[src/mm_pkg.sv]
// Shared types and constants of the matrix multiplier: item layouts, the
// link between chain cells, opcodes, register indexes and saturation values.
// Depends on nothing; every other file of the block but mm_ram imports it.
package mm_pkg;

   localparam int CSR_AW   = 4;
   localparam int CSR_DW   = 32;
   localparam int DIM_CFG_W = 4;

   localparam logic [DIM_CFG_W-1:0] DIM_RESET = 4'd8;

   localparam logic [1:0] OP_WRITE_A = 2'd0;
   localparam logic [1:0] OP_WRITE_B = 2'd1;
   localparam logic [1:0] OP_COMPUTE = 2'd2;

   localparam logic [1:0] REG_ROWS_A    = 2'd0;
   localparam logic [1:0] REG_INNER_DIM = 2'd1;
   localparam logic [1:0] REG_COLS_B    = 2'd2;

   localparam logic [31:0] SAT_MAX = 32'h7FFF_FFFF;
   localparam logic [31:0] SAT_MIN = 32'h8000_0000;

   typedef struct packed {
      logic [1:0]         opcode;
      logic [2:0]         row_index;
      logic [2:0]         col_index;
      logic signed [31:0] element_value;
   } mm_req_type;

   typedef struct packed {
      logic [2:0]         out_row;
      logic [2:0]         out_col;
      logic signed [31:0] out_value;
      logic               saturated;
      logic               last;
   } mm_rsp_type;

   // One A element travelling down the chain of cells.
   typedef struct packed {
      logic               vld;
      logic               first;
      logic signed [31:0] a;
   } mm_link_type;

endpackage

[src/mm_cell.sv]
// One cell of the multiply chain: holds one column of B and the accumulator
// of one result column, and forwards the incoming A element to its neighbor.
// Depends on mm_pkg.
module mm_cell #(
   parameter int MAX_DIM = 8,
   parameter int IDXW    = 3,
   parameter int ACC_W   = 67
) (
   input  logic                     clock,
   input  logic                     reset,
   input  mm_pkg::mm_link_type      link_in,
   input  logic [IDXW-1:0]          k_in,
   output mm_pkg::mm_link_type      link_out,
   output logic [IDXW-1:0]          k_out,
   input  logic                     b_we,
   input  logic [IDXW-1:0]          b_row,
   input  logic [31:0]              b_data,
   input  logic                     shift_en,
   input  logic signed [ACC_W-1:0]  acc_shift_in,
   output logic signed [ACC_W-1:0]  acc_out
);
   import mm_pkg::*;

   mm_link_type              link_ff;
   logic [IDXW-1:0]          k_ff;
   logic signed [31:0]       bcol_ff [MAX_DIM];
   logic                     prod_vld_ff;
   logic                     prod_first_ff;
   logic signed [63:0]       prod_ff;
   logic signed [63:0]       prod_in;
   logic signed [ACC_W-1:0]  acc_ff;
   logic signed [ACC_W-1:0]  acc_in;

   assign prod_in = link_ff.a * bcol_ff[k_ff];

   always_comb begin
      acc_in = acc_ff;
      if (prod_vld_ff) begin
         acc_in = prod_first_ff ? ACC_W'(prod_ff) : acc_ff + ACC_W'(prod_ff);
      end else if (shift_en) begin
         acc_in = acc_shift_in;
      end
   end

   always_ff @(posedge clock) begin
      if (reset) begin
         link_ff.vld <= 1'b0;
         prod_vld_ff <= 1'b0;
      end else begin
         link_ff.vld <= link_in.vld;
         prod_vld_ff <= link_ff.vld;
      end
      link_ff.first <= link_in.first;
      link_ff.a     <= link_in.a;
      k_ff          <= k_in;
      prod_first_ff <= link_ff.first;
      prod_ff       <= prod_in;
      acc_ff        <= acc_in;
      if (b_we) begin
         bcol_ff[b_row] <= b_data;
      end
   end

   assign link_out = link_ff;
   assign k_out    = k_ff;
   assign acc_out  = acc_ff;

endmodule

[config.mk]
export PLATFORM = sky130hd
export DESIGN_NAME = mm_cell
export DESIGN_NICKNAME = d
export VERILOG_FILES = /design/src/mm_pkg.sv /design/src/mm_cell.sv
export SDC_FILE = /design/constraint.sdc
export NUM_CORES = 2
export LEC_CHECK = 0
export ABC_AREA = 1
export BUFFER_PORTS_ARGS = -buffer_cell sky130_fd_sc_hd__buf_2
export CORE_ASPECT_RATIO = 1.1
export CORE_MARGIN = 2
export CORE_UTILIZATION = 55
export CTS_BUF_LIST = sky130_fd_sc_hd__clkbuf_8
export CTS_CLUSTER_SIZE = 30
export DETAILED_ROUTE_END_ITERATION = 12
export PLACE_DENSITY = 0.72
export SETUP_SLACK_MARGIN = 0.1
export SYNTH_ARGS = -nofsm -noshare
export SYNTH_HDL_FRONTEND = slang
export SYNTH_SLANG_ARGS = --single-unit
[constraint.sdc]
create_clock -name clock -period 14.6 [get_ports clock]
set_input_delay 4.38 -clock clock [delete_from_list [all_inputs] [get_ports clock]]
set_output_delay 4.38 -clock clock [all_outputs]
set_load 0.03 [all_outputs]
## Word-level counts from Yosys, hierarchy flattened

Memory sizes are Yosys's and may differ from the RTL's. A register that Yosys moved wholly into a read port is not among the register bits.
Index checks and enable logic that the tools add are counted.

| word-level totals | value |
|---|---|
| bits in registers | 170 |
| bits in writable memories | 256 |
| bits of input ports | 143 |
| word-level logic and storage cells | 17 |
| memories | 1 |

Memory list:

| memory | words | width | rd ports | clocked after memory_dff | wr ports | line | source |
|---|---|---|---|---|---|---|---|
| bcol_ff | 8 | 32 | 1 | 1 | 1 | mm_cell.sv:26 | `logic signed [31:0] bcol_ff [MAX_DIM];` |

| operators by class | value |
|---|---|
| add/subtract/negate cells | 1 |
| multipliers | 1 |
| multiplexer cells | 5 |
| reduce and logical (&&, ||, !) cells | 1 |

Operator list:

| operator | count |
|---|---|
| two-way mux 67 bit | 3 |
| adder 67 x 64 -> 67 bit | 1 |
| multiplier 32 x 32 -> 64 bit | 1 |
| two-way mux 1 bit | 2 |
| nonzero test 2 bit | 1 |

## Depth between registers and ports, before layout

| depth | value |
|---|---|
| depth after elaboration | 3 |
| depth in mapped cells | 36 |

## Least setup slack after synthesis

OpenSTA, ideal clock, no wires.

| timing path | value |
|---|---|
| path kind | reg-to-reg |
| start point | register, netlist name k_out[0] |
| end point | register prod_ff[60] |
| data arrival time | 7866 ps |
| required time | 14478 ps |
| setup slack | 6612 ps |
| stages on the path, launching flop included | 32 |
| buffers on the path | 3 |
| period minus slack after synthesis | 7988 ps |
| cells stage by stage | dfxtp_1 -> buf_6 -> buf_6 -> mux2i_1 -> o221ai_1 -> nand2_1 -> buf_2 -> nor2_1 -> fa_1 -> inv_1 -> fa_1 -> fa_1 -> inv_1 -> fa_1 -> inv_1 -> fa_1 -> inv_1 -> fa_1 -> inv_1 -> fa_1 -> inv_1 -> fa_1 -> ha_1 -> a21oi_1 -> inv_1 -> a31oi_1 -> o21ai_0 -> a21oi_1 -> nand3_2 -> nand2_1 -> nand2_1 -> xor2_1 |

RTL lines:

| element | line | source |
|---|---|---|
| end signal: assignment | mm_cell.sv:57 | `prod_ff <= prod_in;` |
| end: declaration | mm_cell.sv:29 | `logic signed [63:0] prod_ff;` |

==> metrics.md <==
| Metric | Value |
|---|---|
| Crit-path max cell delay | 0.98 ns |
| Core area | 0.102 mm² |
| Status | finished, final reports clean |
| TritonCTS clock tree | yes |
| DRC viols | 0 |
| Pin count of the biggest net entering global routing | 68 |
| RSZ-0062 raised after global routing | false |
| Drt total wl | 195,000 µm |
| Number of synthesized flops with an enable pin | 323 |
| Port bufs | 246 |
| FF/Latch Area | 0.0118 mm² |
| Worst r2r path cells | 27 |
| Post-CTS Setup Inserts | 0 |
| Root Driver | clkbuf_8 |
| Initial antenna violation count | 5 |
| Critical Path Sink Type | flip-flop |
| Post-CTS Hold Buffers | 0 |
| Max Slew Vio Count | 0 |
| Clk slew on worst S/H paths | 0.06 ns |
| Endpoints failing setup | 0 |
| Worst Hold Class | flip-flop to flip-flop |
| # nets final | 8,003 |
| Relative slew slack | 17.9% |
| Ys flop type | edfxtp_1 |
| Crit path max fanout | 52 |
| Min-Delay Path Depth | 0 |
| Multi-input gate area | 0.0390 mm² |
| Worst setup SP type | flip-flop |
| CTS buffer count | 75 |
| Final hold violations | 0 |
| Max-capacitance violation count | 0 |
| Final setup margin | 3.83 ns |
| Syn Nets | 7,842 |
| Tcrit/Tclk final | 73.8% |
| Setup TNS | 0 ns |
| Most used cell, CP | fa_1 |
| Number of global-route vias before repair | 49.1k |
| Vias | 45.8k |
| Period minus WS final | 10.77 ns |
| Post-route ant nets | 0 |
| Die area | 0.106 mm² |
| Hold Startpoint | link_out[32]$_DFF_P_ |
| CP top delay family | adder cells |
| Syn_area_per_cell | 8.93 µm² |
| Hold Path End | prod_first_ff$_DFF_P_ |
| Fin util | 59.5% |
| Fillers | 8,963 |
| Number of cell rows | 123 |
| First-pass GRT wire length | 294,000 µm |
| H-Tree Level Count | 3 |
| CP arrival | 11.37 ns |
| Instance count of the mapped netlist | 6,366 |
| DP Worst Slack | 3.92 ns |
| Most common cell after layout, fill and taps aside | inv_1 |
| Register area share after synthesis | 20.7% |
| Worst Tran Pin Value | 1.23 ns |
| Unique cell type count in the Yosys netlist | 55 |
| Async S/R FF share, synth | 0% |
| CP Class | flip-flop to flip-flop |
| #FFs+latches synth | 426 |
| Syn-to-layout area delta | 7.05% |
| Initial Util | 55.6% |
| CP max stage cell | fa_1 |
| Most frequent cells in the layout | inv_1 (1,304), nand2_1 (1,123), fa_1 (1,083), nor2_1 (912), edfxtp_1 (323) |
| RR Startpoint | k_out[0]$_DFF_P_ |
| Post-DP HPWL | 150,000 µm |
| DR vias/cell | 5.75 |
| Final hold slack | 0.361 ns |
| Die H | 341 µm |
| Worst flop-to-flop path endpoint | prod_ff[59]$_DFF_P_ |
| DR iter-0 viols | 4,368 |
| Layout cells sized above 1 | 9.11% |
| Clock Sinks | 426 |
| I/O Pins | 247 |
| First-pass DRT Iterations | 6 |
| Die X | 311 µm |
| Number of synthesis warnings | 0 |
| Final Wtd Congestion | 1.06 |
| Max Root-Sink Buffers | 3 |
| Tot GR Track Use | 37.5% |
| R2r setup slk | 3.83 ns |
| Final Skew | 0.0761 ns |
| F_max | 0.0928 GHz |
| PostCTS Resize Cnt | 0 |
| Clk_lat worst skew | 0.78 ns |
| WL/cell | 24.5 µm |
| Grt total ovfl | 0 |
| Cell Area, Synth | 0.0569 mm² |
| Worst EP required | 15.20 ns |
| WP buf/inv | 8 |
Yosys cell counts (all sizes together) (62+ instances only):
master	instances	area share, %
buf	114	1.3
mux2i	62	1.1
ha	250	5.5
o221ai	62	0.97
fa	1083	38
a21oi	179	1.7
nor2	971	6.7
xor2	63	0.97
o21ai	206	1.8
nand3	147	1.4
nand2	1149	7.7
edfxtp	323	17
dfxtp	103	3.6
clkbuf	127	0.84
inv	1328	8.8
sequential cells by signal (all words and copies together) (netlist names):
register	flops
prod_ff	64
acc_out	67
k_out	3
link_out	34
bcol_ff	256
prod_first_ff	1
prod_vld_ff	1
layer usage:
layer  routed length, µm  vias to the layer above  track usage [%]
met3               22300                      899             10.9
met4               16700                        6             26.6
met1               67000                    22394             43.2
met2               88800                     2918             60.4
li1                    -                    19601                -
met5                  36                        -                0
worst max-delay path by stage:
stage	from	to	slack, ns	cells past startpoint
global route	k_out[0]$_DFF_P_	prod_ff[57]$_DFF_P_	3.45	28
global placement	k_out[0]$_DFF_P_	prod_ff[59]$_DFF_P_	4.14	27
CTS	k_out[0]$_DFF_P_	prod_ff[59]$_DFF_P_	3.89	27
detailed placement	k_out[0]$_DFF_P_	prod_ff[59]$_DFF_P_	3.92	27
floorplan	k_out[0]$_DFF_P_	prod_ff[60]$_DFF_P_	6.61	31
finish	k_out[0]$_DFF_P_	prod_ff[59]$_DFF_P_	3.83	27
per-stage QoR:
stage / std cells / area, µm²
4_1_cts: 7962 / 60900
3_5_place_dp: 7825 / 59300
5_1_grt: 7963 / 60900
6_report: 7966 / 60900
3_3_place_gp: 7825 / 59300
2_1_floorplan: 6366 / 56900
cell families (layout without fill, tap and decap cells):
logic type,count (synthesis),after routing,share of synthesized area [%]
flops,426,426,20.7
xor+xnor,93,93,1.43
other cells,0,4,0
buf+inv,1579,1800,10.9
mux,62,62,1.09
fa+ha+maj,1333,1333,43.6
compound gates,545,545,5.74
simple gates,2328,2328,16.5
final cells by class:
type	instances	share of cell area [%]
flip-flops and latches	426	19.3
repair buffers	325	3.00
clock inverters	57	0.771
well taps	1375	2.83
diodes	4	0.0164
inverters	1338	8.25
multi-input cells	4361	64.0
clock buffers	80	1.81
Power is left out: the tool's default activity adds up to more than one toggle a clock period on the data nets, which glitch-free logic cannot reach.
